==> config.mk <==
export PLATFORM = sky130hd
export DESIGN_NAME = greedy_word_wrap_core_flat
export DESIGN_NICKNAME = d
export VERILOG_FILES = /design/src/hdl/gww_pkg.sv /design/src/hdl/gww_chan_if.sv /design/src/hdl/gww_out_stage.sv /design/src/hdl/greedy_word_wrap_core.sv /design/src/flat_wrapper.sv
export SDC_FILE = /design/constraint.sdc
export NUM_CORES = 1
export LEC_CHECK = 0
export ABC_AREA = 0
export BUFFER_PORTS_ARGS = -buffer_cell sky130_fd_sc_hd__buf_2
export CAP_MARGIN = 15
export CORE_ASPECT_RATIO = 0.6
export CORE_MARGIN = 1
export CORE_UTILIZATION = 53
export CTS_CLUSTER_SIZE = 25
export DETAILED_ROUTE_END_ITERATION = 7
export GPL_ROUTABILITY_DRIVEN = 0
export HOLD_SLACK_MARGIN = 0.03
export PLACE_DENSITY_LB_ADDON = 0.2
export SLEW_MARGIN = 20
export SYNTH_ARGS = -nofsm -noshare
export SYNTH_HDL_FRONTEND = slang
export SYNTH_HIERARCHICAL = 1
export SYNTH_SLANG_ARGS = --single-unit
export TNS_END_PERCENT = 100
==> constraint.sdc <==
create_clock -name clk -period 5.45 [get_ports clk]
set_input_delay 1.09 -clock clk [delete_from_list [all_inputs] [get_ports clk]]
set_output_delay 1.09 -clock clk [all_outputs]
set_load 0.01 [all_outputs]
==> src/hdl/gww_pkg.sv <==
// Shared constants, payload types and field codes of the greedy word wrap core.
package gww_pkg;

	localparam int MAX_LINE_WIDTH = 16;
	localparam int WORD_DEPTH     = 24;

	localparam int CODE_W = 21;
	localparam int CW_W   = 2;
	localparam int CFG_W  = 5;
	localparam int LINE_W = $clog2(MAX_LINE_WIDTH + 1);
	localparam int WCOL_W = LINE_W + 1;
	localparam int SUM_W  = LINE_W + 2;
	localparam int ENT_W  = $clog2(WORD_DEPTH + 1);
	localparam int IDX_W  = $clog2(WORD_DEPTH);

	localparam logic [CODE_W-1:0] SPACE_CODE = CODE_W'(32);
	localparam logic [CFG_W-1:0]  LINE_WIDTH_RESET = CFG_W'(16);
	localparam logic [CW_W-1:0]   CW_WIDE = CW_W'(2);
	localparam logic [CW_W-1:0]   CW_BAD  = CW_W'(3);

	localparam logic KIND_GLYPH = 1'b0;
	localparam logic KIND_EOL   = 1'b1;

	typedef struct packed {
		logic [CODE_W-1:0] code;
		logic [CW_W-1:0]   char_width;
		logic              end_of_text;
	} gww_in_t;

	typedef struct packed {
		logic              kind;
		logic [CODE_W-1:0] glyph;
		logic              overflow;
		logic              last_of_run;
	} gww_out_t;

	typedef struct packed {
		logic [CFG_W-1:0] line_width;
	} gww_cfg_t;

	typedef struct packed {
		logic [CW_W-1:0]   cw;
		logic [CODE_W-1:0] code;
	} gww_entry_t;

endpackage

==> src/hdl/gww_chan_if.sv <==
// Valid/ready channel that carries one word of a given payload type.
interface gww_chan_if #(parameter type payload_t = logic) ();
	logic     valid;
	logic     ready;
	payload_t data;

	modport source (output valid, output data, input ready);
	modport sink (input valid, input data, output ready);
endinterface

==> src/hdl/gww_out_stage.sv <==
// Output register that decouples the wrap sequencer from the result channel.
module gww_out_stage (
	input  logic              clk,
	input  logic              arst_n,
	input  logic              push,
	input  gww_pkg::gww_out_t push_data,
	output logic              free,
	gww_chan_if.source        results
);
	import gww_pkg::*;

	logic     valid_q;
	gww_out_t data_q;

	// The register can take a new word when empty or when its word leaves now.
	assign free = !valid_q || results.ready;

	always_ff @(posedge clk or negedge arst_n) begin
		if (!arst_n) begin
			valid_q <= 1'b0;
		end else if (free) begin
			valid_q <= push;
		end
	end

	always_ff @(posedge clk) begin
		if (free && push) begin
			data_q <= push_data;
		end
	end

	assign results.valid = valid_q;
	assign results.data  = data_q;
endmodule

==> src/hdl/greedy_word_wrap_core.sv <==
// Top level of the greedy word wrap core: word buffer memory and wrap sequencer.
//
// The core wraps a stream of codepoints into lines of at most line_width
// columns (0 acts as 1, values above 16 act as 16). Each input word carries
// one codepoint with its column width, or marks the end of a text. A
// non-space character of a word that still fits on a line is written into
// the word buffer unless it is full, and the core stays ready, so the next
// character can follow directly. A space or an end of text that closes a
// buffered word is accepted; the sequencer then decides on a line break and
// separating space and streams out the buffered glyphs, one per cycle while
// the output register is free, as the buffer memory has one read port that
// delivers one entry per cycle. An end of text then passes through a state
// of its own for its final line end, also when no line end is due. A word
// that grows wider than a line is streamed out of the buffer the same way,
// and each of its later characters is placed by a state of its own.
// Results leave through an output register, so a stalled result channel
// holds the sequencer but does not lose or repeat a word. The line width
// register may be written only while no text is in progress in the core.
module greedy_word_wrap_core (
	input  logic       clk,
	input  logic       arst_n,
	gww_chan_if.sink   chars,
	gww_chan_if.sink   cfg,
	gww_chan_if.source results
);
	import gww_pkg::*;

	// One-hot sequencer states.
	typedef enum logic [5:0] {
		ST_IDLE  = 6'b000001,
		ST_LEAD  = 6'b000010,
		ST_OLEAD = 6'b000100,
		ST_GLYPH = 6'b001000,
		ST_NEW   = 6'b010000,
		ST_FINAL = 6'b100000
	} gww_state_t;

	gww_state_t        state_q, state_d;
	logic [CFG_W-1:0]  cfg_q;
	logic [ENT_W-1:0]  entries_q, entries_d;
	logic [WCOL_W-1:0] wcols_q, wcols_d;
	logic [LINE_W-1:0] lcols_q, lcols_d;
	logic              lglyph_q, lglyph_d;
	logic              any_line_q, any_line_d;
	logic              overlong_q, overlong_d;
	logic              in_spaces_q, in_spaces_d;
	logic              ovf_q, ovf_d;
	logic              eot_q, eot_d;
	logic              brk_mode_q, brk_mode_d;
	logic [IDX_W-1:0]  idx_q, idx_d;
	logic [CODE_W-1:0] new_code_q, new_code_d;
	logic [CW_W-1:0]   new_cw_q, new_cw_d;

	// Word buffer and its registered read data.
	gww_entry_t        word_mem [WORD_DEPTH];
	gww_entry_t        rd_q;
	logic              mem_we;
	logic              mem_re;
	logic [IDX_W-1:0]  mem_raddr;
	gww_entry_t        mem_wdata;

	logic [LINE_W-1:0] eff;
	logic [CW_W-1:0]   cw_in;
	logic              free;
	logic              push;
	logic              push_kind;
	logic [CODE_W-1:0] push_glyph;
	logic [CW_W-1:0]   push_cw;
	logic              push_last;
	logic              text_done;
	logic              last_entry;
	gww_out_t          push_data;

	// Effective line width, clamped into the supported range.
	always_comb begin
		if (cfg_q == '0) begin
			eff = LINE_W'(1);
		end else if (int'(cfg_q) > MAX_LINE_WIDTH) begin
			eff = LINE_W'(MAX_LINE_WIDTH);
		end else begin
			eff = LINE_W'(cfg_q);
		end
	end

	// A width code of three is treated as a double-width character.
	assign cw_in = (chars.data.char_width == CW_BAD) ? CW_WIDE : chars.data.char_width;

	assign chars.ready = (state_q == ST_IDLE);
	assign cfg.ready   = 1'b1;

	assign last_entry = (ENT_W'(idx_q) + ENT_W'(1)) == entries_q;
	assign mem_wdata  = '{cw: cw_in, code: chars.data.code};

	// Sequencer: every state emits at most one result word per cycle, and
	// each break decision is taken again from the live line state, so after a
	// line end the next decision sees the emptied line before a glyph is placed.
	always_comb begin
		state_d     = state_q;
		entries_d   = entries_q;
		wcols_d     = wcols_q;
		lcols_d     = lcols_q;
		lglyph_d    = lglyph_q;
		any_line_d  = any_line_q;
		overlong_d  = overlong_q;
		in_spaces_d = in_spaces_q;
		ovf_d       = ovf_q;
		eot_d       = eot_q;
		brk_mode_d  = brk_mode_q;
		idx_d       = idx_q;
		new_code_d  = new_code_q;
		new_cw_d    = new_cw_q;
		mem_we      = 1'b0;
		mem_re      = 1'b0;
		mem_raddr   = '0;
		push        = 1'b0;
		push_kind   = KIND_GLYPH;
		push_glyph  = '0;
		push_cw     = '0;
		push_last   = 1'b0;
		text_done   = 1'b0;

		unique case (state_q)
			ST_IDLE: begin
				if (chars.valid) begin
					// Fetch the first buffered glyph in case a flush follows.
					mem_re     = 1'b1;
					mem_raddr  = '0;
					eot_d      = chars.data.end_of_text;
					new_code_d = chars.data.code;
					new_cw_d   = cw_in;
					idx_d      = '0;
					if (chars.data.end_of_text) begin
						in_spaces_d = 1'b0;
						if (overlong_q) begin
							overlong_d = 1'b0;
							state_d    = ST_FINAL;
						end else if (entries_q != '0) begin
							brk_mode_d = 1'b0;
							state_d    = ST_LEAD;
						end else begin
							state_d = ST_FINAL;
						end
					end else if (chars.data.code == SPACE_CODE) begin
						in_spaces_d = 1'b1;
						if (!in_spaces_q) begin
							if (overlong_q) begin
								overlong_d = 1'b0;
							end else if (entries_q != '0) begin
								brk_mode_d = 1'b0;
								state_d    = ST_LEAD;
							end
						end
					end else begin
						in_spaces_d = 1'b0;
						if (overlong_q) begin
							state_d = ST_NEW;
						end else if (SUM_W'(wcols_q) + SUM_W'(cw_in) > SUM_W'(eff)) begin
							// The word no longer fits any line: stream it out.
							brk_mode_d = 1'b1;
							state_d    = ST_OLEAD;
						end else if (int'(entries_q) < WORD_DEPTH) begin
							mem_we    = 1'b1;
							entries_d = entries_q + ENT_W'(1);
							wcols_d   = WCOL_W'(wcols_q + WCOL_W'(cw_in));
						end else begin
							ovf_d = 1'b1;
						end
					end
				end
			end
			ST_LEAD: begin
				// Closing a word: break the line if the word does not fit after
				// one space, else separate it from a line that has columns.
				if (lcols_q != '0 &&
				    SUM_W'(lcols_q) + SUM_W'(1) + SUM_W'(wcols_q) > SUM_W'(eff)) begin
					push      = free;
					push_kind = KIND_EOL;
				end else if (lcols_q != '0) begin
					push       = free;
					push_glyph = SPACE_CODE;
					push_cw    = CW_W'(1);
					if (free) begin
						state_d = ST_GLYPH;
					end
				end else begin
					state_d = ST_GLYPH;
				end
			end
			ST_OLEAD: begin
				if (lcols_q != '0) begin
					push      = free;
					push_kind = KIND_EOL;
				end else if (entries_q != '0) begin
					state_d = ST_GLYPH;
				end else begin
					state_d = ST_NEW;
				end
			end
			ST_GLYPH: begin
				if (brk_mode_q && lglyph_q &&
				    SUM_W'(lcols_q) + SUM_W'(rd_q.cw) > SUM_W'(eff)) begin
					push      = free;
					push_kind = KIND_EOL;
				end else if (free) begin
					push       = 1'b1;
					push_glyph = rd_q.code;
					push_cw    = rd_q.cw;
					push_last  = !brk_mode_q && last_entry && !eot_q;
					if (last_entry) begin
						if (brk_mode_q) begin
							state_d = ST_NEW;
						end else begin
							entries_d = '0;
							wcols_d   = '0;
							state_d   = eot_q ? ST_FINAL : ST_IDLE;
						end
					end else begin
						idx_d     = idx_q + IDX_W'(1);
						mem_re    = 1'b1;
						mem_raddr = idx_q + IDX_W'(1);
					end
				end
			end
			ST_NEW: begin
				if (lglyph_q && SUM_W'(lcols_q) + SUM_W'(new_cw_q) > SUM_W'(eff)) begin
					push      = free;
					push_kind = KIND_EOL;
				end else if (free) begin
					push       = 1'b1;
					push_glyph = new_code_q;
					push_cw    = new_cw_q;
					push_last  = 1'b1;
					entries_d  = '0;
					wcols_d    = '0;
					overlong_d = 1'b1;
					state_d    = ST_IDLE;
				end
			end
			ST_FINAL: begin
				// A text ends with a line end unless the line is empty and an
				// earlier line already ended.
				if (lglyph_q || !any_line_q) begin
					push      = free;
					push_kind = KIND_EOL;
					push_last = 1'b1;
					if (free) begin
						text_done = 1'b1;
						state_d   = ST_IDLE;
					end
				end else begin
					text_done = 1'b1;
					state_d   = ST_IDLE;
				end
			end
			default: begin
				state_d = ST_IDLE;
			end
		endcase

		if (push) begin
			if (push_kind == KIND_EOL) begin
				lcols_d    = '0;
				lglyph_d   = 1'b0;
				any_line_d = 1'b1;
			end else begin
				lcols_d  = LINE_W'(SUM_W'(lcols_q) + SUM_W'(push_cw));
				lglyph_d = 1'b1;
			end
			if (push_last) begin
				ovf_d = 1'b0;
			end
		end
		if (text_done) begin
			lcols_d    = '0;
			lglyph_d   = 1'b0;
			any_line_d = 1'b0;
		end
	end

	assign push_data = '{
		kind:        push_kind,
		glyph:       push_glyph,
		overflow:    ovf_q,
		last_of_run: push_last
	};

	always_ff @(posedge clk or negedge arst_n) begin
		if (!arst_n) begin
			state_q     <= ST_IDLE;
			cfg_q       <= LINE_WIDTH_RESET;
			entries_q   <= '0;
			wcols_q     <= '0;
			lcols_q     <= '0;
			lglyph_q    <= 1'b0;
			any_line_q  <= 1'b0;
			overlong_q  <= 1'b0;
			in_spaces_q <= 1'b0;
			ovf_q       <= 1'b0;
			eot_q       <= 1'b0;
			brk_mode_q  <= 1'b0;
			idx_q       <= '0;
		end else begin
			state_q     <= state_d;
			entries_q   <= entries_d;
			wcols_q     <= wcols_d;
			lcols_q     <= lcols_d;
			lglyph_q    <= lglyph_d;
			any_line_q  <= any_line_d;
			overlong_q  <= overlong_d;
			in_spaces_q <= in_spaces_d;
			ovf_q       <= ovf_d;
			eot_q       <= eot_d;
			brk_mode_q  <= brk_mode_d;
			idx_q       <= idx_d;
			if (cfg.valid) begin
				cfg_q <= cfg.data.line_width;
			end
		end
	end

	// Character payload of the item in progress.
	always_ff @(posedge clk) begin
		new_code_q <= new_code_d;
		new_cw_q   <= new_cw_d;
	end

	// Word buffer: one write port and one read port with a registered output
	// that holds its word until the next read.
	always_ff @(posedge clk) begin
		if (mem_we) begin
			word_mem[entries_q[IDX_W-1:0]] <= mem_wdata;
		end
		if (mem_re) begin
			rd_q <= word_mem[mem_raddr];
		end
	end

	gww_out_stage u_out_stage (
		.clk       (clk),
		.arst_n    (arst_n),
		.push      (push),
		.push_data (push_data),
		.free      (free),
		.results   (results)
	);
endmodule

==> src/flat_wrapper.sv <==
// flat-port wrapper written by rule: the top's interface ports become plain ports
module greedy_word_wrap_core_flat import gww_pkg::*;
  (clk, arst_n, chars_valid, chars_data, chars_ready, cfg_valid, cfg_data, cfg_ready, results_valid, results_data, results_ready);
  gww_chan_if #(.payload_t(gww_in_t)) chars_i ();
  gww_chan_if #(.payload_t(gww_cfg_t)) cfg_i ();
  gww_chan_if #(.payload_t(gww_out_t)) results_i ();
  input  logic clk;
  input  logic arst_n;
  input wire logic [$bits(chars_i.valid)-1:0] chars_valid;
  input wire logic [$bits(chars_i.data)-1:0] chars_data;
  output wire logic [$bits(chars_i.ready)-1:0] chars_ready;
  input wire logic [$bits(cfg_i.valid)-1:0] cfg_valid;
  input wire logic [$bits(cfg_i.data)-1:0] cfg_data;
  output wire logic [$bits(cfg_i.ready)-1:0] cfg_ready;
  output wire logic [$bits(results_i.valid)-1:0] results_valid;
  output wire logic [$bits(results_i.data)-1:0] results_data;
  input wire logic [$bits(results_i.ready)-1:0] results_ready;
  assign chars_i.valid = chars_valid;
  assign chars_i.data = chars_data;
  assign chars_ready = chars_i.ready;
  assign cfg_i.valid = cfg_valid;
  assign cfg_i.data = cfg_data;
  assign cfg_ready = cfg_i.ready;
  assign results_valid = results_i.valid;
  assign results_data = results_i.data;
  assign results_i.ready = results_ready;
  greedy_word_wrap_core u_core (.clk(clk), .arst_n(arst_n), .chars(chars_i), .cfg(cfg_i), .results(results_i));
endmodule
=== After elaboration in Yosys (flattened, before gate mapping) ===
Memory sizes are Yosys's and may differ from the RTL's. A register that Yosys moved wholly into a read port is not among the register bits.
Index checks and enable logic that the tools add are counted.

* Add/subtract/negate cells: 9
* $lt $le $gt $ge: 6
* Eq/ne operators: 33
* Muxes and demuxes: 143
* Reduce and logical (&&, ||, !) cells: 29

{| class="wikitable"
|+ Operators with widths
! cell !! number
|-
| $mux W6 || 35
|-
| $mux W5 || 26
|-
| $mux W21 || 5
|-
| $pmux W21 S3 || 1
|-
| $mux W1 || 60
|-
| $pmux W6 S6 || 1
|-
| $gt A7 B5 Y1 || 4
|-
| $ne A2 B2 Y1 const B || 11
|-
| $eq A21 B6 Y1 const B || 1
|-
| $pmux W6 S3 || 1
|-
| $pmux W5 S3 || 1
|-
| $reduce_and A13 Y1 || 1
|-
| $add A5 B2 Y6 || 2
|-
| $mux W2 || 6
|-
| $reduce_and A12 Y1 || 1
|-
| $add A5 B1 Y5 const B || 2
|-
| $pmux W1 S5 || 2
|-
| $pmux W5 S2 || 1
|-
| $reduce_and A5 Y1 || 2
|-
| $reduce_bool A5 Y1 || 2
|-
| $ne A3 B3 Y1 const B || 3
|-
| $ne A2 B1 Y1 const B || 4
|-
| $ne A4 B4 Y1 const B || 2
|-
| $reduce_bool A2 Y1 || 4
|-
| 28 further kinds || 42
|}

* Bits in registers: 87
* RAM bits: 552
* Input port bits: 34
* Output and inout bits: 27
* Word-level logic and storage cells: 241
* Memories: 1

{| class="wikitable"
|+ Memories
! memory !! depth !! bits a word !! read ports !! clocked after memory_dff !! write ports !! RTL line !! text
|-
| u_core.word_mem || 24 || 23 || 1 || 1 || 1 || greedy_word_wrap_core.sv:55 || <nowiki>gww_entry_t word_mem [WORD_DEPTH];</nowiki>
|}

=== Depth between registers and ports, before layout ===
* Depth after elaboration: 12
* Gate-level depth with buffers: 20
* Mapped depth without buffers: 19

=== Hierarchy ===
Netlist, hierarchy kept.

{| class="wikitable"
|+ Modules (own cells, without submodules)
! module !! times used !! cells each !! area an instance (um^2)
|-
| greedy_word_wrap_core || 1 || 1976 || 27218.6
|-
| gww_out_stage || 1 || 28 || 774.5
|}

=== Worst setup path after synthesis ===
OpenSTA, ideal clock, no wires.

* Kind: input-to-reg
* Start: input port chars_data[1]
* End: memory u_core/word_mem[23][0] (netlist bit), enable pin
* Library setup time: 0.403 ns
* Arrival time: 5.201 ns
* Path slack: -0.154 ns
* Stages on the path: 14
* Path buffers: 0
* Cells stage by stage: nor2b_1 ha_1 inv_1 fa_1 xnor2_1 ha_1 a21o_1 a21oi_1 o22ai_1 a22oi_1 and2_1 and3_1 nand2_1 nor2_1

* Word-level cells in the longest chain between the ends: 12

{| class="wikitable"
|+ Ends and longest elaborated chain
! item !! RTL line !! text
|-
| start: declaration || flat_wrapper.sv:10 || <nowiki>input wire logic [$bits(chars_i.data)-1:0] chars_data;</nowiki>
|-
| $eq A2 B2 Y1 || greedy_word_wrap_core.sv:86 || <nowiki>assign cw_in = (chars.data.char_width == CW_BAD) ? CW_WIDE : chars.data.char_width;</nowiki>
|-
| $mux W2 * || greedy_word_wrap_core.sv:86 ||
|-
| $add A6 B2 Y7 * || greedy_word_wrap_core.sv:157 || <nowiki>end else if (SUM_W'(wcols_q) + SUM_W'(cw_in) > SUM_W'(eff)) begin</nowiki>
|-
| $gt A7 B5 Y1 * || greedy_word_wrap_core.sv:157 ||
|-
| $mux W1 * || greedy_word_wrap_core.sv:157 ||
|-
| $mux W1 * || greedy_word_wrap_core.sv:155 || <nowiki>if (overlong_q) begin</nowiki>
|-
| $mux W1 * || greedy_word_wrap_core.sv:143 || <nowiki>end else if (chars.data.code == SPACE_CODE) begin</nowiki>
|-
| $mux W1 * || greedy_word_wrap_core.sv:132 || <nowiki>if (chars.data.end_of_text) begin</nowiki>
|-
| $mux W1 * || greedy_word_wrap_core.sv:124 || <nowiki>if (chars.valid) begin</nowiki>
|-
| $mux W1 * || greedy_word_wrap_core.sv:122 || <nowiki>unique case (state_q)</nowiki>
|-
| $mux W1 * || greedy_word_wrap_core.sv:330 || <nowiki>if (mem_we) begin</nowiki>
|-
| $mux W1 (not written as such) * || greedy_word_wrap_core.sv:331 || <nowiki>word_mem[entries_q[IDX_W-1:0]] <= mem_wdata;</nowiki>
|-
| end: declaration || greedy_word_wrap_core.sv:55 ||
|}

Every way passes the cells marked *; elsewhere a longest branch is shown, timed or not.

=== Final worst setup path ===
* Start: register u_core.lcols_q[0]
* End: register u_core/rd_q[0] (netlist name)

* Word-level cells in the longest chain between the ends: 5
* Elaborated cells on any way between the ends: 7
* Those cells by class: add/sub (1); order compare (1); mux (4); reduce/logical (1)

{| class="wikitable"
|+ Ends and longest elaborated chain
! item !! RTL line !! text
|-
| start: declaration || greedy_word_wrap_core.sv:42 || <nowiki>logic [LINE_W-1:0] lcols_q, lcols_d;</nowiki>
|-
| start signal: assignment || greedy_word_wrap_core.sv:306 || <nowiki>lcols_q <= lcols_d;</nowiki>
|-
| $add A5 B2 Y6 * || greedy_word_wrap_core.sv:201 || <nowiki>SUM_W'(lcols_q) + SUM_W'(rd_q.cw) > SUM_W'(eff)) begin</nowiki>
|-
| $gt A7 B5 Y1 * || greedy_word_wrap_core.sv:201 ||
|-
| $logic_and A1 B1 Y1 * || greedy_word_wrap_core.sv:200 || <nowiki>if (brk_mode_q && lglyph_q &&</nowiki>
|-
| $mux W1 or $mux W5 (tied branches) || greedy_word_wrap_core.sv:200 ||
|-
| $pmux W1 S2 or $mux W5 (tied branches) || -- ||
|}

Marked as above.
A chain may end at the register's enable or synchronous reset.

==> metrics.md <==
| Metric | Value |
|---|---|
| Initial core utilization | 54.3% |
| CTS buffer count | 59 |
| Final min period | 4960 ps |
| Crit end category | flop |
| Reg area | 0.0197 mm2 |
| Async set-reset flop share out of synthesis | 6.04% |
| CP max stage cell | o21ai_0 |
| DR pass1 iterations | 7 |
| Area of the multi-input gates | 0.00782 mm2 |
| Global routing usage on met2 | 39.4% |
| Post-CTS sizing | 0 |
| Worst skew pair latency | 630 ps |
| H-tree levels | 2 |
| Final Worst Setup Slack | 487 ps |
| Drt via density | 6.64 |
| CP max FO | 30 |
| Critical path required time | 5910 ps |
| Setup CP Type | flop to flop |
| Met3 usage | 15.1% |
| Rows | 64 |
| Worst Hold Class | flop to flop |
| Slowest stage delay, CP | 1060 ps |
| Gr usage total | 31.3% |
| DRC Markers | 0 |
| Die area | 0.0538 mm2 |
| Clock Root Buffer | clkbuf_16 |
| Most common cell after layout, fill and taps aside | edfxtp_1 |
| Total congestion overflow | 0 |
| Final setup vio count | 0 |
| Syn Inst Count | 2,004 |
| CTS tree | yes |
| Hold path startpoint | u_core/ovf_q |
| Number of buffers inserted by hold repair at cts | 0 |
| Post-CTS Setup Bufs | 0 |
| Final critical-path share of the clock period | 91.1% |
| Layout Skew | 35.2 ps |
| DP Worst Slack | 390 ps |
| DR WL/cell | 29.6 um |
| Setup TNS | 0 ps |
| Final Hold Vio Count | 0 |
| Area grow syn2layout | 13.2% |
| Fraction of layout cells with a size suffix above 1 | 17.1% |
| Slew Limit Headroom | 15.9% |
| MaxCap Viol Count | 0 |
| Worst path cell trace | ha_1, fa_1, nand3_1, xnor2_1, ha_1, and3_1, a31o_2, a31oi_4, buf_4, nor3_2, buf_12, o21ai_0, o21ai_0, o21ai_0, a31o_2 |
| CTS Sinks | 662 |
| Final net count | 2,191 |
| Via Count | 18,993 |
| Power Total | 0.0137 W |
| Clock Pin Slew Worst Setup and Hold Paths | 60 ps |
| Die width | 299 um |
| Longest Clk Path Bufs | 3 |
| Largest net degree at the start of global routing | 64 |
| Syn_area_per_cell | 14.0 um2 |
| Initial antenna violation count | 4 |
| Seq/Total Area, Yosys | 70.3% |
| Most frequent cells in the layout | edfxtp_1, nand2_1, nor2_1, o21ai_0, buf_4 |
| Port Buf Inserts | 59 |
| Dominant synthesized flop cell | edfxtp_1 |
| Maximum VDD drop | 0.264 mV |
| Leak Pwr | 10.6 nW |
| Distinct cells, synth | 82 |
| FF+latch count, synth | 662 |
| Post-synth EDFFs | 622 |
| R2r startpoint | u_core/lcols_q[0] |
| Num ports | 61 |
| Worst Setup SP | u_core/lcols_q[0] |
| Post-Syn Area | 0.0280 mm2 |
| Worst-Margin Slew | 1250 ps |
| Hpwl dp | 56.8 mm |
| GRT Max-Usage Layer | met1 |
| Final ANT Viol Nets | 0 |
| PD cells | 432 mW/mm2 |
| Drt initial violations | 3,102 |
| First-pass GRT wire length | 122 mm |
| Max-slew violation count | 0 |
| Fmax | 0.201 GHz |
| Worst path arrival time | 5430 ps |
| Net count after synthesis | 2,077 |
| Startpoint type of the worst setup path | flop |
| Most common cell on crit path | o21ai_0 |
| Outcome | finished clean |
| Die height | 180 um |
| Core Region | 0.0516 mm2 |
| Vias in the first global route | 17,879 |
| Detailed Route WL | 84.7 mm |
| Filler Cell Count | 3,943 |
| Met1 usage | 49.0% |
| RSZ-0062 raised after global routing | false |
| Synth warn | 6 |
[flip-flops by register name, indices dropped and copies added (netlist names), 2 cells and up]
name / count
u_core/wcols_q: 6
u_core/word_mem: 552
u_core/new_code_q: 21
u_core/u_out_stage/results.data: 24
u_core/cfg_q: 5
u_core/idx_q: 5
u_core/new_cw_q: 2
u_core/state_q: 6
u_core/rd_q: 23
u_core/entries_q: 5
u_core/lcols_q: 5
[layer usage]
metal  share of wire, %  vias to the layer above
li1                   -                     8103
met3                 18                      100
met4                1.4                        2
met2                 38                     1330
met5              0.022                        -
met1                 43                     9458
[cells in the mapped netlist, types with 15 or more instances]
cell type  number  area share [%]
edfxtp_1      622              67
nor2_1        154             2.1
nand2_1       147             2.0
o21ai_0       119             2.1
clkbuf_1      101             1.4
o22ai_1        79             1.8
mux2i_1        60             2.1
nor3_1         51            0.91
a21oi_1        47            0.84
nand3_1        47            0.84
o221ai_1       41             1.3
dfrtp_1        38             3.4
inv_1          38            0.51
ha_1           34             1.5
nor4_1         29            0.65
a22o_1         21            0.66
mux2_2         21            0.84
o221a_2        18            0.72
a31oi_1        17            0.38
o211ai_1       16            0.43
nand3b_1       15            0.40
[where the power goes]
group	internal [W]	leakage [nW]	switching (W)	total [W]
sequential	0.00597	6.14	0.000264	0.00624
combinational	0.00106	3.55	0.00232	0.00338
clock	0.00220	0.909	0.00187	0.00407
total	0.00923	10.6	0.00445	0.0137
[final timing paths]
path	endpoint	slack [ps]	cells after the start
max in group asynchronous	u_core/idx_q[0]	4490	1
worst max register to register	u_core/rd_q[0]	490	15
min in group asynchronous	u_core/wcols_q[0]	480	1
worst min-delay path	u_core/u_out_stage/results.data[1]	460	0
worst min register to register	u_core/u_out_stage/results.data[1]	460	0
worst max-delay path	u_core/rd_q[0]	490	15
[through the flow]
step,std cells,util [%],cell area (um2),hold WS (ps)
CTS,2858,61.4,31700,457
floorplan,2004,-,28000,426
finish,2860,61.4,31700,457
global route,2858,61.4,31700,475
detailed placement,2750,57.8,29800,441
global placement,2750,57.8,29800,448
[worst max-delay path: cells and delay by family, from the launching register on]
kind,cells,cell delay (ps)
and+or+nand+nor,3,360
DFF,1,450
AOI/OAI and AO/OA,6,2400
buffers and inverters,2,520
adders and majority gates,3,1000
xor gates and xnor gates,1,80
[final cells by class]
cell class	count	area share, %
repair buffers	181	4.07
inverters	40	0.474
multi-input cells	1174	24.7
well taps	693	2.74
clock inverters	35	0.936
diodes	2	0.0158
flip-flops and latches	662	62.1
clock buffers	73	4.96
[cell families after synthesis]
family                     count (synthesis)  synth area share, %
and+or+nand+nor                          538                 9.47
AOI/OAI and AO/OA                        491                 12.1
buffers and inverters                    168                 2.35
other                                      1               0.0134
muxes                                     82                 3.07
DFF                                      662                 70.3
adders and majority gates                 39                 1.88
xor gates and xnor gates                  23                0.822
Note: power is estimated with default switching activity, not from simulation.
